--- config.mk ---
export PLATFORM = sky130hd
export DESIGN_NAME = rc_vehicle_command_controller
export DESIGN_NICKNAME = d
export VERILOG_FILES = /design/src/rtl/core/rcvc_pkg.sv /design/src/rtl/core/rcvc_cfg.sv /design/src/rtl/core/rcvc_in_reg.sv /design/src/rtl/core/rcvc_core.sv /design/src/rtl/core/rc_vehicle_command_controller.sv
export SDC_FILE = /design/constraint.sdc
export NUM_CORES = 1
export LEC_CHECK = 0
export BUFFER_PORTS_ARGS = -buffer_cell sky130_fd_sc_hd__buf_2
export CAP_MARGIN = 25
export CORE_MARGIN = 2
export CORE_UTILIZATION = 35
export CTS_CLUSTER_SIZE = 24
export DETAILED_ROUTE_END_ITERATION = 8
export MAX_ROUTING_LAYER = met4
export PLACE_DENSITY = 0.6
export SKIP_CTS_REPAIR_TIMING = 1
export SYNTH_ARGS = -nofsm -noshare
export SYNTH_HDL_FRONTEND = slang
export SYNTH_SLANG_ARGS = --single-unit
--- constraint.sdc ---
create_clock -name aclk -period 5.5 [get_ports aclk]
set_clock_uncertainty 0.1 [all_clocks]
set_input_delay 0.825 -clock aclk [delete_from_list [all_inputs] [get_ports aclk]]
set_output_delay 0.825 -clock aclk [all_outputs]
set_load 0.02 [all_outputs]
--- src/rtl/core/rcvc_pkg.sv ---
// shared types, character codes and reset values for the vehicle command controller
package rcvc_pkg;

    // item kinds carried in the opcode field
    localparam logic [1:0] OP_BYTE  = 2'd0;
    localparam logic [1:0] OP_FAST  = 2'd1;
    localparam logic [1:0] OP_FRAME = 2'd2;

    // configuration register indexes
    localparam logic [2:0] REG_BLINK_HALF = 3'd0;
    localparam logic [2:0] REG_TURRET_MIN = 3'd1;
    localparam logic [2:0] REG_TURRET_MAX = 3'd2;
    localparam logic [2:0] REG_TURRET_STEP = 3'd3;
    localparam logic [2:0] REG_TURRET_GAP = 3'd4;
    localparam logic [2:0] REG_FIRE_HOLD  = 3'd5;
    localparam logic [2:0] REG_SPEED_BASE = 3'd6;
    localparam logic [2:0] REG_SPEED_SLOPE = 3'd7;

    localparam int CFG_INDEX_W = 3;
    localparam int CFG_DATA_W  = 16;

    // received characters
    localparam logic [7:0] CH_HASH = 8'h23;
    localparam logic [7:0] CH_ZERO = 8'h30;
    localparam logic [7:0] CH_ONE  = 8'h31;
    localparam logic [7:0] CH_FIVE = 8'h35;
    localparam logic [7:0] CH_A    = 8'h41;
    localparam logic [7:0] CH_B    = 8'h42;
    localparam logic [7:0] CH_D    = 8'h44;
    localparam logic [7:0] CH_F    = 8'h46;
    localparam logic [7:0] CH_I    = 8'h49;
    localparam logic [7:0] CH_L    = 8'h4C;
    localparam logic [7:0] CH_N    = 8'h4E;
    localparam logic [7:0] CH_R    = 8'h52;
    localparam logic [7:0] CH_S    = 8'h53;
    localparam logic [7:0] CH_T    = 8'h54;

    // h-bridge patterns, M1a M1b M2a M2b
    localparam logic [3:0] BRIDGE_STOP  = 4'h0;
    localparam logic [3:0] BRIDGE_FWD   = 4'hA;
    localparam logic [3:0] BRIDGE_BACK  = 4'h5;
    localparam logic [3:0] BRIDGE_LEFT  = 4'h9;
    localparam logic [3:0] BRIDGE_RIGHT = 4'h6;

    // register reset values
    localparam logic [15:0] RST_BLINK_HALF  = 16'd500;
    localparam logic [9:0]  RST_TURRET_MIN  = 10'd30;
    localparam logic [9:0]  RST_TURRET_MAX  = 10'd60;
    localparam logic [3:0]  RST_TURRET_STEP = 4'd2;
    localparam logic [7:0]  RST_TURRET_GAP  = 8'd25;
    localparam logic [7:0]  RST_FIRE_HOLD   = 8'd50;
    localparam logic [9:0]  RST_SPEED_BASE  = 10'd226;
    localparam logic [9:0]  RST_SPEED_SLOPE = 10'd109;

    // state reset values
    localparam logic [2:0] RST_SPEED      = 3'd1;
    localparam logic [9:0] RST_TURRET_POS = 10'd42;
    localparam logic [9:0] TURRET_PARK    = 10'd43;
    localparam logic [9:0] RST_FIRE_DRIVE = 10'd60;
    localparam logic [7:0] RST_FIRE_COUNT = 8'd20;

    typedef struct packed {
        logic [1:0] opcode;
        logic [7:0] rx_byte;
    } in_item_t;

    typedef struct packed {
        logic [3:0]  bridge_pattern;
        logic        lamp_left;
        logic        lamp_right;
        logic        lights;
        logic        aim_light;
        logic        horn;
        logic [12:0] motor_compare;
        logic [9:0]  turret_compare;
        logic [9:0]  fire_compare;
        logic        command_done;
    } out_item_t;

    typedef struct packed {
        logic [15:0] blink_half_period;
        logic [9:0]  turret_min;
        logic [9:0]  turret_max;
        logic [3:0]  turret_step;
        logic [7:0]  turret_gap_ticks;
        logic [7:0]  fire_hold_ticks;
        logic [9:0]  speed_base;
        logic [9:0]  speed_slope;
    } cfg_t;

endpackage

--- src/rtl/core/rcvc_cfg.sv ---
// configuration register bank
module rcvc_cfg (
    input  logic                               aclk,
    input  logic                               aresetn,
    input  logic                               cfg_valid,
    output logic                               cfg_ready,
    input  logic [rcvc_pkg::CFG_INDEX_W-1:0]   cfg_index,
    input  logic [rcvc_pkg::CFG_DATA_W-1:0]    cfg_data,
    output rcvc_pkg::cfg_t                     cfg_o
);
    import rcvc_pkg::*;

    cfg_t cfg_reg;

    assign cfg_ready = 1'b1;
    assign cfg_o     = cfg_reg;

    always_ff @(posedge aclk) begin
        if (!aresetn) begin
            cfg_reg.blink_half_period <= RST_BLINK_HALF;
            cfg_reg.turret_min        <= RST_TURRET_MIN;
            cfg_reg.turret_max        <= RST_TURRET_MAX;
            cfg_reg.turret_step       <= RST_TURRET_STEP;
            cfg_reg.turret_gap_ticks  <= RST_TURRET_GAP;
            cfg_reg.fire_hold_ticks   <= RST_FIRE_HOLD;
            cfg_reg.speed_base        <= RST_SPEED_BASE;
            cfg_reg.speed_slope       <= RST_SPEED_SLOPE;
        end else if (cfg_valid) begin
            unique case (cfg_index)
                REG_BLINK_HALF:  cfg_reg.blink_half_period <= cfg_data;
                REG_TURRET_MIN:  cfg_reg.turret_min        <= cfg_data[9:0];
                REG_TURRET_MAX:  cfg_reg.turret_max        <= cfg_data[9:0];
                REG_TURRET_STEP: cfg_reg.turret_step       <= cfg_data[3:0];
                REG_TURRET_GAP:  cfg_reg.turret_gap_ticks  <= cfg_data[7:0];
                REG_FIRE_HOLD:   cfg_reg.fire_hold_ticks   <= cfg_data[7:0];
                REG_SPEED_BASE:  cfg_reg.speed_base        <= cfg_data[9:0];
                REG_SPEED_SLOPE: cfg_reg.speed_slope       <= cfg_data[9:0];
                default: ;
            endcase
        end
    end

endmodule

--- src/rtl/core/rcvc_in_reg.sv ---
// input register stage
module rcvc_in_reg (
    input  logic               aclk,
    input  logic               aresetn,
    input  logic               s_valid,
    output logic               s_ready,
    input  rcvc_pkg::in_item_t s_data,
    input  logic               take_i,
    output logic               valid_o,
    output rcvc_pkg::in_item_t item_o
);
    import rcvc_pkg::*;

    logic     valid_reg;
    in_item_t item_reg;

    // room when empty or when the held word moves on this cycle
    assign s_ready = !valid_reg || take_i;
    assign valid_o = valid_reg;
    assign item_o  = item_reg;

    always_ff @(posedge aclk) begin
        if (!aresetn) begin
            valid_reg <= 1'b0;
        end else if (s_ready) begin
            valid_reg <= s_valid;
        end
    end

    always_ff @(posedge aclk) begin
        if (s_ready && s_valid) begin
            item_reg <= s_data;
        end
    end

endmodule

--- src/rtl/core/rcvc_core.sv ---
// command state, tick timers and result register
module rcvc_core (
    input  logic                aclk,
    input  logic                aresetn,
    input  rcvc_pkg::cfg_t      cfg_i,
    input  logic                in_valid_i,
    input  rcvc_pkg::in_item_t  item_i,
    output logic                take_o,
    output logic                m_valid,
    input  logic                m_ready,
    output rcvc_pkg::out_item_t m_data
);
    import rcvc_pkg::*;

    typedef enum logic [1:0] {
        BLINK_IDLE  = 2'd0,
        BLINK_START = 2'd1,
        BLINK_TURN  = 2'd2
    } blink_mode_t;

    function automatic logic is_letter(input logic [7:0] c);
        return c == CH_F || c == CH_B || c == CH_L || c == CH_R || c == CH_S ||
               c == CH_A || c == CH_T || c == CH_D || c == CH_N;
    endfunction

    // one clamped turret step
    function automatic logic [9:0] turret_step_pos(input logic [9:0] pos,
                                                   input logic [9:0] lo,
                                                   input logic [9:0] hi,
                                                   input logic [3:0] st,
                                                   input logic       right);
        logic [10:0] up;
        logic [10:0] lo_lim;
        logic [9:0]  res;
        up     = {1'b0, pos} + {7'b0, st};
        lo_lim = {1'b0, lo} + {7'b0, st};
        if (right) begin
            res = (up < {1'b0, hi}) ? up[9:0] : hi;
        end else begin
            res = ({1'b0, pos} > lo_lim) ? (pos - {6'b0, st}) : lo;
        end
        return res;
    endfunction

    logic [7:0]  prev_reg,        prev_next;
    logic        armed_reg,       armed_next;
    logic [3:0]  drive_reg,       drive_next;
    logic [3:0]  bridge_reg,      bridge_next;
    logic [2:0]  speed_reg,       speed_next;
    logic [9:0]  tur_pos_reg,     tur_pos_next;
    logic [9:0]  tur_drive_reg,   tur_drive_next;
    logic        tur_ready_reg,   tur_ready_next;
    logic [7:0]  gap_cnt_reg,     gap_cnt_next;
    logic [9:0]  fire_drive_reg,  fire_drive_next;
    logic [7:0]  fire_cnt_reg,    fire_cnt_next;
    logic        siren_reg,       siren_next;
    logic        horn_reg,        horn_next;
    logic [1:0]  blink_req_reg,   blink_req_next;
    blink_mode_t blink_mode_reg,  blink_mode_next;
    logic [15:0] blink_cnt_reg,   blink_cnt_next;
    logic [1:0]  lamp_reg,        lamp_next;
    logic        lights_reg,      lights_next;
    logic        aim_reg,         aim_next;
    logic        m_valid_reg;
    out_item_t   m_data_reg,      m_data_next;

    logic        done;
    logic [7:0]  rx;
    logic [12:0] motor;

    assign take_o  = in_valid_i && (!m_valid_reg || m_ready);
    assign m_valid = m_valid_reg;
    assign m_data  = m_data_reg;
    assign rx      = item_i.rx_byte;

    always_comb begin
        prev_next       = prev_reg;
        armed_next      = armed_reg;
        drive_next      = drive_reg;
        bridge_next     = bridge_reg;
        speed_next      = speed_reg;
        tur_pos_next    = tur_pos_reg;
        tur_drive_next  = tur_drive_reg;
        tur_ready_next  = tur_ready_reg;
        gap_cnt_next    = gap_cnt_reg;
        fire_drive_next = fire_drive_reg;
        fire_cnt_next   = fire_cnt_reg;
        siren_next      = siren_reg;
        horn_next       = horn_reg;
        blink_req_next  = blink_req_reg;
        blink_mode_next = blink_mode_reg;
        blink_cnt_next  = blink_cnt_reg;
        lamp_next       = lamp_reg;
        lights_next     = lights_reg;
        aim_next        = aim_reg;
        done            = 1'b0;

        unique case (item_i.opcode)
            OP_BYTE: begin
                if (prev_reg == CH_HASH && rx != CH_HASH) begin
                    armed_next = 1'b1;
                end else if (is_letter(prev_reg) && armed_reg) begin
                    armed_next = 1'b0;
                    done       = 1'b1;
                    unique case (prev_reg)
                        CH_F: begin
                            if (rx == CH_ONE) begin
                                drive_next     = 4'b1000;
                                tur_ready_next = 1'b1;
                            end else if (rx == CH_ZERO) begin
                                drive_next     = 4'b0000;
                                tur_ready_next = 1'b1;
                            end else if (rx == CH_I) begin
                                fire_drive_next = cfg_i.turret_min;
                                fire_cnt_next   = 8'd0;
                            end
                        end
                        CH_B: begin
                            if (rx == CH_ONE) begin
                                drive_next     = 4'b0100;
                                tur_ready_next = 1'b1;
                            end else if (rx == CH_ZERO) begin
                                drive_next     = 4'b0000;
                                tur_ready_next = 1'b1;
                            end else if (rx == CH_L || rx == CH_R) begin
                                blink_req_next = blink_req_reg |
                                                 ((rx == CH_L) ? 2'b10 : 2'b01);
                                if (blink_mode_reg == BLINK_IDLE) begin
                                    blink_mode_next = BLINK_START;
                                end
                            end
                        end
                        CH_L: begin
                            if (rx == CH_ONE || rx == CH_ZERO) begin
                                drive_next     = {2'b00, rx == CH_ONE, 1'b0};
                                tur_ready_next = 1'b1;
                            end
                        end
                        CH_R: begin
                            if (rx == CH_ONE || rx == CH_ZERO) begin
                                drive_next     = {3'b000, rx == CH_ONE};
                                tur_ready_next = 1'b1;
                            end
                        end
                        CH_S: begin
                            if (rx == CH_ONE) begin
                                siren_next     = 1'b1;
                                drive_next     = 4'b0000;
                                tur_ready_next = 1'b1;
                            end else if (rx == CH_ZERO) begin
                                siren_next = 1'b0;
                            end
                        end
                        CH_N: begin
                            if (rx == CH_ONE || rx == CH_ZERO) begin
                                drive_next     = 4'b0000;
                                tur_ready_next = 1'b1;
                                aim_next       = (rx == CH_ONE);
                            end
                        end
                        CH_T: begin
                            if ((rx == CH_L || rx == CH_R) && tur_ready_reg) begin
                                tur_ready_next = 1'b0;
                                tur_pos_next   = turret_step_pos(tur_pos_reg,
                                    cfg_i.turret_min, cfg_i.turret_max,
                                    cfg_i.turret_step, rx == CH_R);
                                tur_drive_next = tur_pos_next;
                            end
                        end
                        CH_A: begin
                            if (rx >= CH_ZERO && rx <= CH_FIVE) begin
                                speed_next = rx[2:0];
                            end
                        end
                        CH_D: begin
                            if (rx == CH_ONE) begin
                                lights_next = 1'b1;
                            end else if (rx == CH_ZERO) begin
                                lights_next = 1'b0;
                            end
                        end
                        default: ;
                    endcase
                end
                prev_next = rx;
            end
            OP_FAST: begin
                if (blink_req_reg != 2'b00) begin
                    blink_cnt_next = blink_cnt_reg + 16'd1;
                    if (blink_cnt_next >= cfg_i.blink_half_period) begin
                        blink_cnt_next = 16'd0;
                        // left request wins the lamp toggle
                        lamp_next = lamp_reg ^ (blink_req_reg[1] ? 2'b10 : 2'b01);
                    end
                end else begin
                    lamp_next = 2'b00;
                end
                horn_next = siren_reg && !horn_reg;
            end
            OP_FRAME: begin
                gap_cnt_next = gap_cnt_reg + 8'd1;
                if (gap_cnt_next == cfg_i.turret_gap_ticks) begin
                    tur_ready_next = 1'b1;
                    gap_cnt_next   = 8'd0;
                end
                if (fire_cnt_reg < cfg_i.fire_hold_ticks) begin
                    fire_cnt_next = fire_cnt_reg + 8'd1;
                end else begin
                    fire_drive_next = cfg_i.turret_max;
                end
            end
            default: ;
        endcase

        // speed zero parks the turret
        if (speed_next == 3'd0) begin
            tur_pos_next   = TURRET_PARK;
            tur_drive_next = TURRET_PARK;
        end

        if (done) begin
            priority if (drive_next[3]) begin
                bridge_next = BRIDGE_FWD;
            end else if (drive_next[2]) begin
                bridge_next = BRIDGE_BACK;
            end else if (drive_next[1]) begin
                bridge_next = BRIDGE_LEFT;
            end else if (drive_next[0]) begin
                bridge_next = BRIDGE_RIGHT;
            end else begin
                bridge_next = BRIDGE_STOP;
            end
            // straight motion cancels a finished turn signal, a turn starts it
            if (drive_next[3] || drive_next[2]) begin
                if (blink_mode_next == BLINK_TURN) begin
                    blink_mode_next = BLINK_IDLE;
                    blink_req_next  = 2'b00;
                end
            end else if (drive_next != 4'b0000) begin
                if (blink_mode_next == BLINK_START) begin
                    blink_mode_next = BLINK_TURN;
                end
            end
        end
    end

    always_comb begin
        motor = (speed_next == 3'd0) ? 13'd0 :
                ({3'b000, cfg_i.speed_base} +
                 ({3'b000, cfg_i.speed_slope} * {10'b0, speed_next}));
        m_data_next.bridge_pattern = bridge_next;
        m_data_next.lamp_left      = lamp_next[1];
        m_data_next.lamp_right     = lamp_next[0];
        m_data_next.lights         = lights_next;
        m_data_next.aim_light      = aim_next;
        m_data_next.horn           = horn_next;
        m_data_next.motor_compare  = motor;
        m_data_next.turret_compare = tur_drive_next;
        m_data_next.fire_compare   = fire_drive_next;
        m_data_next.command_done   = done;
    end

    always_ff @(posedge aclk) begin
        if (!aresetn) begin
            prev_reg       <= 8'd0;
            armed_reg      <= 1'b0;
            drive_reg      <= 4'd0;
            bridge_reg     <= BRIDGE_STOP;
            speed_reg      <= RST_SPEED;
            tur_pos_reg    <= RST_TURRET_POS;
            tur_drive_reg  <= TURRET_PARK;
            tur_ready_reg  <= 1'b1;
            gap_cnt_reg    <= 8'd0;
            fire_drive_reg <= RST_FIRE_DRIVE;
            fire_cnt_reg   <= RST_FIRE_COUNT;
            siren_reg      <= 1'b0;
            horn_reg       <= 1'b0;
            blink_req_reg  <= 2'b00;
            blink_mode_reg <= BLINK_IDLE;
            blink_cnt_reg  <= 16'd0;
            lamp_reg       <= 2'b00;
            lights_reg     <= 1'b0;
            aim_reg        <= 1'b0;
            m_valid_reg    <= 1'b0;
        end else begin
            if (take_o) begin
                prev_reg       <= prev_next;
                armed_reg      <= armed_next;
                drive_reg      <= drive_next;
                bridge_reg     <= bridge_next;
                speed_reg      <= speed_next;
                tur_pos_reg    <= tur_pos_next;
                tur_drive_reg  <= tur_drive_next;
                tur_ready_reg  <= tur_ready_next;
                gap_cnt_reg    <= gap_cnt_next;
                fire_drive_reg <= fire_drive_next;
                fire_cnt_reg   <= fire_cnt_next;
                siren_reg      <= siren_next;
                horn_reg       <= horn_next;
                blink_req_reg  <= blink_req_next;
                blink_mode_reg <= blink_mode_next;
                blink_cnt_reg  <= blink_cnt_next;
                lamp_reg       <= lamp_next;
                lights_reg     <= lights_next;
                aim_reg        <= aim_next;
            end
            if (take_o) begin
                m_valid_reg <= 1'b1;
            end else if (m_ready) begin
                m_valid_reg <= 1'b0;
            end
        end
    end

    always_ff @(posedge aclk) begin
        if (take_o) begin
            m_data_reg <= m_data_next;
        end
    end

endmodule

--- src/rtl/core/rc_vehicle_command_controller.sv ---
// Vehicle command controller top level. Each input word (a received byte, a fast tick or a
// servo frame tick) yields exactly one result word. The block takes one word per clock and
// keeps that rate as long as results are taken: a word is held in the input register, is
// decoded against the command state, and its result lands in the output register when the
// core takes the word, which it does only while the output register is empty or being read.
// Input and output registers decouple the two sides, so one more word is taken while a
// result waits. Configuration writes are always accepted and apply to every word decoded
// after the write.
module rc_vehicle_command_controller (
    input  logic                             aclk,
    input  logic                             aresetn,
    input  logic                             s_valid,
    output logic                             s_ready,
    input  rcvc_pkg::in_item_t               s_data,
    output logic                             m_valid,
    input  logic                             m_ready,
    output rcvc_pkg::out_item_t              m_data,
    input  logic                             cfg_valid,
    output logic                             cfg_ready,
    input  logic [rcvc_pkg::CFG_INDEX_W-1:0] cfg_index,
    input  logic [rcvc_pkg::CFG_DATA_W-1:0]  cfg_data
);
    import rcvc_pkg::*;

    cfg_t     cfg;
    logic     take;
    logic     in_valid;
    in_item_t in_item;

    rcvc_cfg u_cfg (
        .aclk      (aclk),
        .aresetn   (aresetn),
        .cfg_valid (cfg_valid),
        .cfg_ready (cfg_ready),
        .cfg_index (cfg_index),
        .cfg_data  (cfg_data),
        .cfg_o     (cfg)
    );

    rcvc_in_reg u_in_reg (
        .aclk    (aclk),
        .aresetn (aresetn),
        .s_valid (s_valid),
        .s_ready (s_ready),
        .s_data  (s_data),
        .take_i  (take),
        .valid_o (in_valid),
        .item_o  (in_item)
    );

    rcvc_core u_core (
        .aclk       (aclk),
        .aresetn    (aresetn),
        .cfg_i      (cfg),
        .in_valid_i (in_valid),
        .item_i     (in_item),
        .take_o     (take),
        .m_valid    (m_valid),
        .m_ready    (m_ready),
        .m_data     (m_data)
    );

endmodule

---- Word-level counts from Yosys, hierarchy flattened ----
Index checks and enable logic that the tools add are counted.
storage, ports and cells
  register bits after elaboration ......... 224
  output and inout bits ................... 46
  logic and storage cells ................. 268
operators by class
  add/subtract/negate cells ............... 7
  $mul .................................... 1
  magnitude comparators ................... 6
  equal/unequal tests ..................... 42
  mux-type cells .......................... 113
  bitwise operators ....................... 3
  reductions and logical operators ........ 55
operators by type and width
  kind                     count
  $mux W10                 22
  $eq A8 B7 Y1 const B     12
  $mux W8                  8
  $mux W2                  28
  $mux W4                  14
  $mux W1                  29
  $eq A8 B6 Y1 const B     3
  $pmux W4 S6              1
  $add A10 B4 Y11          2
  $pmux W10 S2             1
  $reduce_and A2 Y1        10
  $mux W3                  6
  $reduce_bool A2 Y1       9
  $add A16 B1 Y16 const B  1
  $add A8 B1 Y8 const B    2
  $ge A16 B16 Y1           1
  $mux W16                 1
  $pmux W8 S2              1
  $add A10 B13 Y13         1
  $logic_or A1 B1 Y1       13
  $mul A10 B3 Y13          1
  $eq A3 B3 Y1 const B     4
  $reduce_and A6 Y1        2
  $gt A10 B11 Y1           1
  32 further kinds         54

---- Longest topological paths before layout ----
Gate-level depths: netlist of the first run.
  depth after elaboration ................. 18
  mapped depth ............................ 22
  gate-level depth less buffers ........... 20

---- Hierarchy ----
Synthesis of the first run repeated with hierarchy kept, for this count alone.
second synthesis, totals
  cells, all modules ...................... 1490
  area total of the unflattened synthesis .. 13480.4 um^2
by module, submodules not included
  module       times used  cells each  area an instance (um^2)  seq. area each (um^2)
  rcvc_core    1           1185        10126.0                  3173.0
  rcvc_cfg     1           290         2996.6                   1521.5
  rcvc_in_reg  1           15          357.8                    320.3

---- Worst setup path before layout of the first run ----
No wires, ideal clock.
  path type ............................... reg-to-reg
  start ................................... reg u_core.prev_reg[1]
  end ..................................... reg u_core.m_data_reg, in the netlist u_core.m_data[32] (data pin)
  setup time .............................. 0.139 ns
  data arrival time ....................... 4.644 ns
  data required time ...................... 5.261 ns
  setup slack ............................. 0.618 ns
  cell stages (with the launch flop) ...... 22
  period minus slack after synthesis ...... 4.882 ns
  cell sequence ........................... dfxtp_1 clkbuf_1 mux2_2 a21o_1 nand2_1 inv_1 nand2_1 mux2_2 clkbuf_1 and2_1 fa_1 inv_1 fa_1 inv_1 ha_1 nor2b_1 o21a_1 nor2_1 o211ai_1 a2111oi_0 nor3b_1 nor2_1
between the ends
  word-level cells in the longest chain between the ends .. 15
  elaborated cells between the ends (all ways) .. 27
  those cells by class .................... add/sub (1); mul (1); eq/ne (10); mux (4); reduce/logical (11)
ends and longest elaborated chain
  item                              line              source
  start: declaration                rcvc_core.sv:45   logic [7:0] prev_reg, prev_next;
  start signal: assignment          rcvc_core.sv:287  prev_reg <= prev_next;
  $eq A8 B7 Y1                      rcvc_core.sv:22   return c == CH_F || c == CH_B || c == CH_L || c == CH_R || c == CH_S ||
  $logic_or A1 B1 Y1 (5 in series)  rcvc_core.sv:22
  $logic_or A1 B1 Y1 (3 in series)  rcvc_core.sv:23   c == CH_A || c == CH_T || c == CH_D || c == CH_N;
  $logic_and A1 B1 Y1               rcvc_core.sv:102  end else if (is_letter(prev_reg) && armed_reg) begin
  $mux W3                           rcvc_core.sv:102
  $mux W3 (*)                       rcvc_core.sv:100  if (prev_reg == CH_HASH && rx != CH_HASH) begin
  $mux W3 (*)                       rcvc_core.sv:98   unique case (item_i.opcode)
  $mul A10 B3 Y13                   rcvc_core.sv:250  ({3'b000, cfg_i.speed_slope} * {10'b0, speed_next}));
  $add A10 B13 Y13                  rcvc_core.sv:249  ({3'b000, cfg_i.speed_base} +
  end signal: assignment            rcvc_core.sv:317  m_data_reg <= m_data_next;
  end: declaration                  rcvc_core.sv:65   out_item_t m_data_reg, m_data_next;
Every way passes the cells marked *; elsewhere a longest branch is shown, timed or not.
A chain may end at the register's enable or synchronous reset.

---- Final worst setup path of the first run ----
  start ................................... reg u_in_reg.item_reg, in the netlist u_in_reg.item_o[7]
  end ..................................... reg u_core.m_data_reg, in the netlist u_core.m_data[32] (data pin)
between the ends
  word-level cells in the longest chain between the ends .. 9
  elaborated cells between the ends (all ways) .. 13
  those cells by class .................... add/sub (1); mul (1); order compare (2); eq/ne (1); mux (5); reduce/logical (3)
ends and longest elaborated chain
  item                                          line               source
  start: declaration                            rcvc_in_reg.sv:15  in_item_t item_reg;
  start signal: assignment                      rcvc_in_reg.sv:32  item_reg <= s_data;
  $ge A8 B6 Y1 or $le A8 B6 Y1 (tied branches)  rcvc_core.sv:171   if (rx >= CH_ZERO && rx <= CH_FIVE) begin
  $logic_and A1 B1 Y1                           rcvc_core.sv:171
  $mux W3                                       rcvc_core.sv:171
  $mux W3                                       rcvc_core.sv:105   unique case (prev_reg)
  $mux W3                                       rcvc_core.sv:102
  $mux W3 (*)                                   rcvc_core.sv:100
  $mux W3 (*)                                   rcvc_core.sv:98
  $mul A10 B3 Y13                               rcvc_core.sv:250
  $add A10 B13 Y13                              rcvc_core.sv:249
Marks and branches as above.

==> results.ini, run 1 <==
[global_routing]
grt_pass1_vias = 11144
grt_use_total = 0.200
overflow = 0
grt_pass1_wl_um = 61200
antenna_found_initial = 0
grt_max_degree = 54

[floorplan]
ioPinCount = 80
rows = 71
start_util = 0.356
die_y_um = 200
chipWidth_um = 200
die_area_um2 = 39900
coreArea_um2 = 37700

[synthesis]
ys_ff_latch = 224
ys_warn_count = 0
ys_seq_area_frac = 0.374
synth_area_um2 = 13400
ys_async_sr_fraction = 0
yosys.cell_types.count = 90
syn-num-nets = 1715
syn_avg_cell_area_um2 = 8.45
synthFlopType = dfxtp_1
netlist_instances = 1587
synth-edff-count = 53

[placement]
io_buffers = 78
place_congestion = 0.933
hpwl_um = 28300

[sta]
final.setup.tns_ns = 0
setup_violations = 0
fmax_mhz = 193
period_needed_ns = 5.18
slew_viol_final = 0
whs_ns = 0.348
tightest_slew_ns = 1.11
rsz0062_at_grt = no
post-route-period-util = 0.942
relSlewSlack = 0.257
finalHoldViolations = 0

[detailed_routing]
drc_errors = 0
routedWlPerCell_um = 17.9
ant_nets = 0
drt_wl_total_um = 38700
num_vias = 11751
avgViaCountPerCell = 5.43
first_pass_iters = 6
drt-initial-drc-count = 804

[power]
leakage_nw = 5.87
p_sw_frac = 0.269
clkPwrFrac = 0.438
p_comb_frac = 0.131
p_switching_mw = 1.11
peakVddDrop_uv = 202
pwr-share-seq = 0.431
power_density_nw_per_um2 = 271
total_power_mw = 4.13
internal_power_mw = 3.01

[finish]
drive_above_1_share = 0.119
largest_reg_flops = 76
area_growth_pct = 13.3
nets = 1759
antennaDiodeCount = 0

[cts]
cts-root-buf = clkbuf_16
cts.sinks = 224
cts_tree = built
cts_buffers = 27
clock_latency_ns = 0.54
cts_buffer_depth = 3
ctsHtreeMaxLevel = 1
clk_pin_slew_ns = 0.06

[critical_path]
crit_path_max_fanout = 11
crit_path_start_kind = flop
critical_path_class = flop to flop
end_kind = flop
worstPathArrival_ns = 5.47
worstPathRequired_ns = 5.79

[flow_run]
maxCapViolCount = 0

[min_path]
min_path_type = flop to flop

[outcome]
status = finished clean

-- path summary, 6_finish.rpt --
check,from,to,slack [ns],cells after the start
setup / recovery,u_in_reg.item_o[7]$_DFFE_PP_,u_core.m_data[32]$_SDFFCE_PP0P_,0.32,18
hold / removal,u_core.tur_drive_reg[8]$_SDFFE_PN0P_,u_core.tur_drive_reg[8]$_SDFFE_PN0P_,0.35,2
setup reg to reg,u_in_reg.item_o[7]$_DFFE_PP_,u_core.m_data[32]$_SDFFCE_PP0P_,0.32,18
hold reg to reg,u_core.tur_drive_reg[8]$_SDFFE_PN0P_,u_core.tur_drive_reg[8]$_SDFFE_PN0P_,0.35,2
-- critical path: stages, from the launching register on --
cell and delay (ns):
edfxtp_1 0.52, or4b_4 0.59, o21a_2 0.27, a21o_1 0.24
o21ai_0 0.21, nand2_2 0.18, and2_1 0.22, fa_1 0.47
inv_1 0.05, fa_1 0.49, inv_1 0.04, ha_1 0.33
nor2b_1 0.16, o21a_1 0.16, nor2_1 0.18, o211ai_1 0.23
a2111oi_2 0.38, nor3b_1 0.10, nor2_1 0.10
-- logic make-up (layout without fill, tap and decap cells) --
group	after synthesis	in the layout	synth area share
simple gates	664	664	0.245
other cells	1	1	0.000280
xor+xnor	51	51	0.0333
mux	37	37	0.0288
flops	224	224	0.374
compound gates	349	349	0.172
fa+ha+maj	94	94	0.0989
buf+inv	167	232	0.0483
-- placed cells by master (no fill, tap or decap), drive strengths merged, types with 14 or more instances in the layout --
cell type,synthesis,layout
dfxtp,171,171
edfxtp,53,53
ha,74,74
nand2b,25,25
nor4,14,14
mux2i,24,24
a211oi,14,14
nor2,94,94
or3,20,20
and3,23,23
xnor2,28,28
inv,79,82
buf,12,101
a21oi,108,108
nand3,69,69
clkbuf,74,35
nor2b,17,17
o211ai,32,32
nand4,20,20
xor2,23,23
nand2,267,267
and2,27,27
fa,20,20
nor3,30,30
o21a,14,14
o21ai,74,74
-- metrics by stage --
step	std cells	setup WS (ns)	cell area (um2)	util
5_1_grt	2163	0.0254	15200	0.404
4_1_cts	2162	0.160	15200	0.403
3_3_place_gp	2112	0.380	14300	0.379
3_5_place_dp	2112	0.196	14300	0.379
6_report	2163	0.319	15200	0.404
2_1_floorplan	1587	0.618	13400	-
-- synth_stat cells, drive strengths merged (6+ instances only) --
cell	number	share of area
dfxtp	171	0.26
and2	27	0.013
nand3b	7	0.0039
buf	12	0.0048
mux2i	24	0.018
o211ai	32	0.018
a31oi	13	0.0061
and3	23	0.011
a21o	6	0.0034
nand4b	8	0.0052
a211oi	14	0.0078
nand2b	25	0.012
nor3	30	0.012
nand3	69	0.026
mux2	13	0.011
a21oi	108	0.042
nor4	14	0.0076
nor4b	6	0.0039
nor2b	17	0.0079
edfxtp	53	0.12
o32ai	7	0.0051
inv	79	0.022
xor2	23	0.015
o311ai	7	0.0046
o221ai	8	0.0052
or3	20	0.0093
xnor2	28	0.018
a211o	7	0.0046
nand2	267	0.075
o21ai	74	0.028
nor2	94	0.026
clkbuf	74	0.021
or2	7	0.0033
ha	74	0.069
fa	20	0.030
nand4	20	0.0093
o22ai	6	0.0028
o21a	14	0.0079
-- power by group through the flow --
stage               logic (mW)  clock network, mW  registers [mW]
floorplan                0.364                  0            1.82
global placement         0.529                  0            1.81
detailed placement       0.534                  0            1.81
CTS                      0.537               1.84            1.78
global route             0.601               1.91            1.78
finish                   0.542               1.81            1.78
-- layout make-up --
cell class	instances	area [um2]
multi-input cells	1196	7780
clock inverters	15	135
clock buffers	35	767
flip-flops and latches	224	5010
well taps	511	639
fillers	3873	22500
inverters	81	304
repair buffers	101	563
-- per-layer routing --
| layer | wire, um | GRT usage | up-vias |
|---|---|---|---|
| met2 | 17200 | 0.313 | 361 |
| met1 | 17700 | 0.268 | 5571 |
| met5 | 0 | - | - |
| met4 | 1280 | 0.0609 | 0 |
| met3 | 2440 | 0.0277 | 76 |
| li1 | - | - | 5743 |
Note: power is estimated with default switching activity, not from simulation.
==> run 2: changes to the inputs <==
--- a/config.mk
+++ b/config.mk
@@ -13,6 +13,7 @@
 export DETAILED_ROUTE_END_ITERATION = 8
 export MAX_ROUTING_LAYER = met4
 export PLACE_DENSITY = 0.6
+export RECOVER_POWER = 50
 export SKIP_CTS_REPAIR_TIMING = 1
 export SYNTH_ARGS = -nofsm -noshare
 export SYNTH_HDL_FRONTEND = slang
==> run 2 against run 1 <==
Compared with the run above:
- the run now ends with max-capacitance violations, max-slew violations left
- non-clock buffer count unchanged
- combinational power down 1%
- clock-buffer cell count unchanged
- register-to-register slack about the same
- critical path depth unchanged
- worst setup slack worse by 0.0066 ns
- first-iteration DRC count up 2.7%
- largest power group unchanged
==> results.ini, run 2 (synthesized netlist as in run 1, its figures left out) <==
[outcome]
status = complete, but fails checks
violations = max-capacitance violations, max-slew violations

[finish]
final-seq-area_um2 = 5010  ; unchanged
final.fill_count = 3888  ; +0.39%
drive_above_1_share = 0.0860  ; -0.0327
multi_input_area_um2 = 7770  ; about the same
finalInstanceArea_um2 = 15100  ; -0.50%
final_common_cell = nand2_1
largest_reg_flops = 76  ; unchanged
final_cell_mix = nand2_1 (266), dfxtp_1 (171), a21oi_1 (105)
nets = 1759  ; unchanged
antennaDiodeCount = 0  ; unchanged
area_growth_pct = 12.7

[placement]
hpwl_um = 28300  ; unchanged
io_buffers = 78  ; unchanged
place_congestion = 0.933  ; unchanged
place_area_um2 = 14300  ; unchanged
pre_cts_ws_ns = 0.196  ; unchanged

[sta]
fmax_mhz = 193  ; -0.13%
tightest_slew_ns = 2.04  ; +0.931 ns
post-route-period-util = 0.943  ; +0.00121
final.setup.tns_ns = 0  ; unchanged
relSlewSlack = -0.358  ; -0.615
setup_violations = 0  ; unchanged
slew_viol_final = 87  ; +87
period_needed_ns = 5.19  ; +0.00663 ns
rsz0062_at_grt = no
fin_ws_ns = 0.313  ; -0.00663 ns
finalHoldViolations = 0  ; unchanged

[cts]
clock_latency_ns = 0.55  ; about the same
cts-root-buf = clkbuf_16
cts.sinks = 224  ; unchanged
cts_buffers = 27  ; unchanged
ctsHtreeMaxLevel = 1  ; unchanged
clk_pin_slew_ns = 0.06  ; about the same
cts_tree = built
cts_buffer_depth = 3  ; unchanged

[critical_path]
crit_path_start_kind = flop
crit_buf_inv = 2  ; unchanged
path_cells = or4b_4, o21a_2, a21o_1, o21ai_0, nand2_2, and2_1, fa_1, inv_1, fa_1, inv_1, ha_1, nor2b_1, o21a_1, nor2_1, o211ai_1, a2111oi_2, nor3b_1, nor2_1
crit_path_max_fanout = 11  ; unchanged
worstPathRequired_ns = 5.79  ; about the same
cp_top_family = simple AND/OR/NAND/NOR gates
end_kind = flop
crit_path_max_incr_delay_ns = 0.59  ; about the same
worstPathArrival_ns = 5.48  ; about the same
critical-path-slowest-cell = or4b_4
critical_path_class = flop to flop

[detailed_routing]
first_pass_iters = 5  ; -1
num_vias = 11794  ; +0.37%
ant_nets = 0  ; unchanged
avgViaCountPerCell = 5.45  ; +0.37%
drc_errors = 0  ; unchanged
drt-initial-drc-count = 826  ; +2.7%
drt_wl_total_um = 38700  ; +0.13%
routedWlPerCell_um = 17.9  ; +0.13%

[global_routing]
antenna_found_initial = 0  ; unchanged
grt_pass1_vias = 11144  ; unchanged
grt_max_degree = 54  ; unchanged
grt_use_total = 0.200  ; unchanged
overflow = 0  ; unchanged
grt_pass1_wl_um = 61200  ; unchanged

[floorplan]
die_y_um = 200  ; unchanged
coreArea_um2 = 37700  ; unchanged
die_area_um2 = 39900  ; unchanged
chipWidth_um = 200  ; unchanged
ioPinCount = 80  ; unchanged
rows = 71  ; unchanged
start_util = 0.356  ; unchanged

[flow_run]
maxCapViolCount = 2  ; +2

[power]
leakage_nw = 5.73  ; -2.3%
peakVddDrop_uv = 203  ; +0.36%
power_density_nw_per_um2 = 272  ; +0.41%

[min_path]
min_path_type = flop to flop

==> run 2: stage by stage <==
| step | hold WS (ns) | instances | util | total power, mW |
|---|---|---|---|---|
| finish | 0.349 | 2163 | 0.402 | 4.12 |
| global route | 0.343 | 2163 | 0.402 | 4.29 |
| CTS | 0.333 | 2162 | 0.403 | 4.16 |
| detailed placement | 0.341 | 2112 | 0.379 | 2.35 |
| global placement | 0.324 | 2112 | 0.379 | 2.34 |
| floorplan | 0.310 | 1587 | - | 2.19 |
==> run 2: worst paths after layout <==
| path | from | to | slack (ns) | cells after the start |
|---|---|---|---|---|
| worst max-delay path | u_in_reg.item_o[7]$_DFFE_PP_ | u_core.m_data[32]$_SDFFCE_PP0P_ | 0.31 | 18 |
| worst min-delay path | u_core.tur_drive_reg[8]$_SDFFE_PN0P_ | u_core.tur_drive_reg[8]$_SDFFE_PN0P_ | 0.35 | 2 |
| worst max register to register | u_in_reg.item_o[7]$_DFFE_PP_ | u_core.m_data[32]$_SDFFCE_PP0P_ | 0.31 | 18 |
| worst min register to register | u_core.tur_drive_reg[8]$_SDFFE_PN0P_ | u_core.tur_drive_reg[8]$_SDFFE_PN0P_ | 0.35 | 2 |
==> run 2: cell type report <==
class / instances / area share
clock buffers: 35 / 0.0507
clock inverters: 15 / 0.00893
inverters: 81 / 0.0201
multi-input cells: 1196 / 0.514
flip-flops and latches: 224 / 0.332
well taps: 511 / 0.0423
repair buffers: 101 / 0.0325
==> run 2: power breakdown <==
group / total [mW] / switching (mW) / leakage [nW] / internal [mW]
Clock: 1.81 / 0.731 / 0.443 / 1.08
Combinational: 0.536 / 0.346 / 3.42 / 0.189
Sequential: 1.78 / 0.0350 / 1.87 / 1.74
==> run 2: worst min-delay path, cell delays in order (launching register included) <==
cell and delay [ns]:
dfxtp_1 0.31, nand2_1 0.06, nand2_1 0.04
==> run 2: per-layer routing <==
layer,track usage,share of wire,vias to the layer above
met4,0.0609,0.033,0
met1,0.268,0.47,5631
met2,0.313,0.44,342
li1,-,-,5746
met3,0.0277,0.057,75
met5,-,0,-
==> run 3: changes to the inputs <==
--- a/config.mk
+++ b/config.mk
@@ -12,8 +12,9 @@
 export CTS_CLUSTER_SIZE = 24
 export DETAILED_ROUTE_END_ITERATION = 8
 export MAX_ROUTING_LAYER = met4
-export PLACE_DENSITY = 0.6
+export PLACE_DENSITY = 0.62
 export RECOVER_POWER = 50
+export SETUP_SLACK_MARGIN = 0.15
 export SKIP_CTS_REPAIR_TIMING = 1
 export SYNTH_ARGS = -nofsm -noshare
 export SYNTH_HDL_FRONTEND = slang
==> constraint.sdc (replaced) <==
create_clock -name aclk -period 4.51 [get_ports aclk]
set_clock_uncertainty 0.1 [all_clocks]
set_input_delay 0.6765 -clock aclk [delete_from_list [all_inputs] [get_ports aclk]]
set_output_delay 0.6765 -clock aclk [all_outputs]
set_load 0.02 [all_outputs]
==> run 3 against run 2 <==
Compared with the run above:
- the run ends with max-capacitance violations, max-slew violations, negative setup slack left
- die area did not move
- clock power up 30%
- clock-buffer cell count fell by 1
- routed wire length increased by 2.5%
- largest power group unchanged
- highest routed layer unchanged
==> results.ini, run 3 (synthesized netlist as in run 1, its figures left out) <==
[global_routing]
antenna_found_initial = 1  ; +1
grt.met2_usage = 0.320  ; +0.00772
overflow = 0  ; unchanged
grt_max_degree = 57  ; +5.6%
busiest_layer = met2
grt_pass1_wl_um = 62400  ; +2.0%
grt_pass1_vias = 11505  ; +3.2%
grt_use_total = 0.202  ; +0.00257
grtUsageMet3 = 0.0257  ; -0.00202
use_met1 = 0.269  ; +0.000632

[finish]
final_cell_mix = nand2_1 (263), dfxtp_1 (169), a21oi_1 (103)
largest_reg_flops = 76  ; unchanged
drive_above_1_share = 0.151  ; +0.0648
final_common_cell = nand2_1
fin_cells = 2237  ; +3.4%
nets = 1832  ; +4.2%
area_growth_pct = 19.1

[sta]
rsz0062_at_grt = yes
post-route-period-util = 1.01  ; +0.0627
final.setup.tns_ns = -0.0262  ; -0.0262 ns
tightest_slew_ns = 2.48  ; +0.445 ns
setup_violations = 1  ; +1
fin_ws_ns = -0.0262  ; -0.339 ns
fmax_mhz = 220  ; +14%
relSlewSlack = -0.655  ; -0.297
slew_viol_final = 88  ; +1.1%
period_needed_ns = 4.54  ; -0.651 ns
finalHoldViolations = 0  ; unchanged

[cts]
cts_buffers = 27  ; unchanged
clock_latency_ns = 0.55  ; about the same
cts-root-buf = clkbuf_16
clk_pin_slew_ns = 0.06  ; about the same
cts_tree = built
cts.sinks = 224  ; unchanged
ctsHtreeMaxLevel = 1  ; unchanged
cts_buffer_depth = 3  ; unchanged

[detailed_routing]
drt-initial-drc-count = 772  ; -6.5%
avgViaCountPerCell = 5.41  ; -0.87%
ant_nets = 0  ; unchanged
drc_errors = 0  ; unchanged
drt_wl_total_um = 39700  ; +2.5%
routedWlPerCell_um = 17.8  ; -0.86%
num_vias = 12091  ; +2.5%
first_pass_iters = 7  ; +2

[flow_run]
maxCapViolCount = 2  ; unchanged

[power]
peakVddDrop_uv = 258  ; +27%
power_density_nw_per_um2 = 332  ; +22%
leakage_nw = 6.22  ; +8.4%

[critical_path]
r2r_cells = 16  ; -2
endpoint = u_core.m_data[33]$_SDFFCE_PP0P_
r2r_slack_ns = -0.03  ; -0.34 ns
worstPathRequired_ns = 4.70  ; -1.09 ns
critical_path_class = flop to flop
crit_path_start_kind = flop
r2r-end = u_core.m_data[33]$_SDFFCE_PP0P_
worstPathArrival_ns = 4.72  ; -0.76 ns
end_kind = flop
crit_path_max_fanout = 6  ; -5
r2r_start = u_in_reg.item_o[6]$_DFFE_PP_
critPathLaunch = u_in_reg.item_o[6]$_DFFE_PP_

[outcome]
violations = max-capacitance violations, max-slew violations, negative setup slack
status = complete, but fails checks

[placement]
io_buffers = 78  ; unchanged
place_congestion = 0.940  ; +0.78%
hpwl_um = 29200  ; +3.2%
place_inst = 2178  ; +3.1%

[floorplan]
ioPinCount = 80  ; unchanged
die_area_um2 = 39900  ; unchanged
die_y_um = 200  ; unchanged
start_util = 0.356  ; unchanged
rows = 71  ; unchanged
chipWidth_um = 200  ; unchanged
coreArea_um2 = 37700  ; unchanged

[min_path]
min_path_type = input pin to flop

[run 3: changes by cell type in the layout (fill, tap and decap cells not counted), moves of 4 or more]
cell / previous run / this run
and2_1: 25 / 18
and2_4: 0 / 7
buf_4: 20 / 86
buf_6: 0 / 5
ha_1: 74 / 69
nor3_1: 29 / 25
nor3_2: 1 / 5
o21ai_0: 73 / 67
o21ai_2: 0 / 4
[run 3: worst min-delay path by stage]
stage                                         start                              endpoint  slack (ns)  depth (start not counted)
2_1_floorplan  u_core.tur_drive_reg[7]$_SDFFE_PN0P_  u_core.tur_drive_reg[7]$_SDFFE_PN0P_        0.31                          2
5_1_grt                                   s_data[1]          u_in_reg.item_o[1]$_DFFE_PP_        0.19                          1
4_1_cts                                   s_data[9]          u_in_reg.item_o[9]$_DFFE_PP_        0.18                          1
6_report                                  s_data[1]          u_in_reg.item_o[1]$_DFFE_PP_        0.21                          1
3_5_place_dp   u_core.tur_drive_reg[7]$_SDFFE_PN0P_  u_core.tur_drive_reg[7]$_SDFFE_PN0P_        0.33                          2
3_3_place_gp   u_core.tur_drive_reg[7]$_SDFFE_PN0P_  u_core.tur_drive_reg[7]$_SDFFE_PN0P_        0.32                          2
[run 3: cell type report]
class	count	area, um2
Fill cell	3821	21700
Clock buffer	34	774
Antenna cell	1	2.50
Inverter	81	304
Tap cell	511	639
Timing Repair Buffer	174	1050
Clock inverter	16	208
Multi-Input combinational cell	1196	7990
Sequential cell	224	5020
[run 3: where the power goes]
part | internal, mW | leakage, nW | switching, mW | total [mW]
clock network | 1.46 | 0.486 | 0.908 | 2.36
logic | 0.315 | 3.86 | 0.458 | 0.773
registers | 2.13 | 1.87 | 0.0373 | 2.16
[run 3: layer usage]
metal | part of all wire | wire length (um) | up-vias
li1 | - | - | 5908
met4 | 0.036 | 1410 | 0
met3 | 0.049 | 1940 | 87
met2 | 0.45 | 18100 | 322
met1 | 0.46 | 18300 | 5774
met5 | 0 | 0 | -
[run 3: stage by stage]
stage	hold slack [ns]	total power, mW	instance area, um2	utilization	setup WS (ns)
floorplan	0.310	2.68	13500	-	-0.0401
global placement	0.321	2.92	14800	0.393	-0.120
detailed placement	0.328	2.93	14800	0.394	-0.153
CTS	0.184	5.30	15800	0.420	-0.192
global route	0.187	5.51	16000	0.424	-0.211
finish	0.211	5.30	16000	0.424	-0.0262
[run 3: critical path: stages, from the launching register on]
cell	delay, ns
edfxtp_1	0.37
or4bb_1	0.57
o21a_4	0.27
a21o_1	0.18
o21ai_2	0.16
nand2_4	0.11
buf_6	0.13
and2_4	0.15
fa_1	0.55
fa_1	0.42
ha_2	0.18
or3_4	0.37
o211ai_1	0.19
nand3_2	0.13
nor4_4	0.17
nor4_1	0.08
nand2b_1	0.16
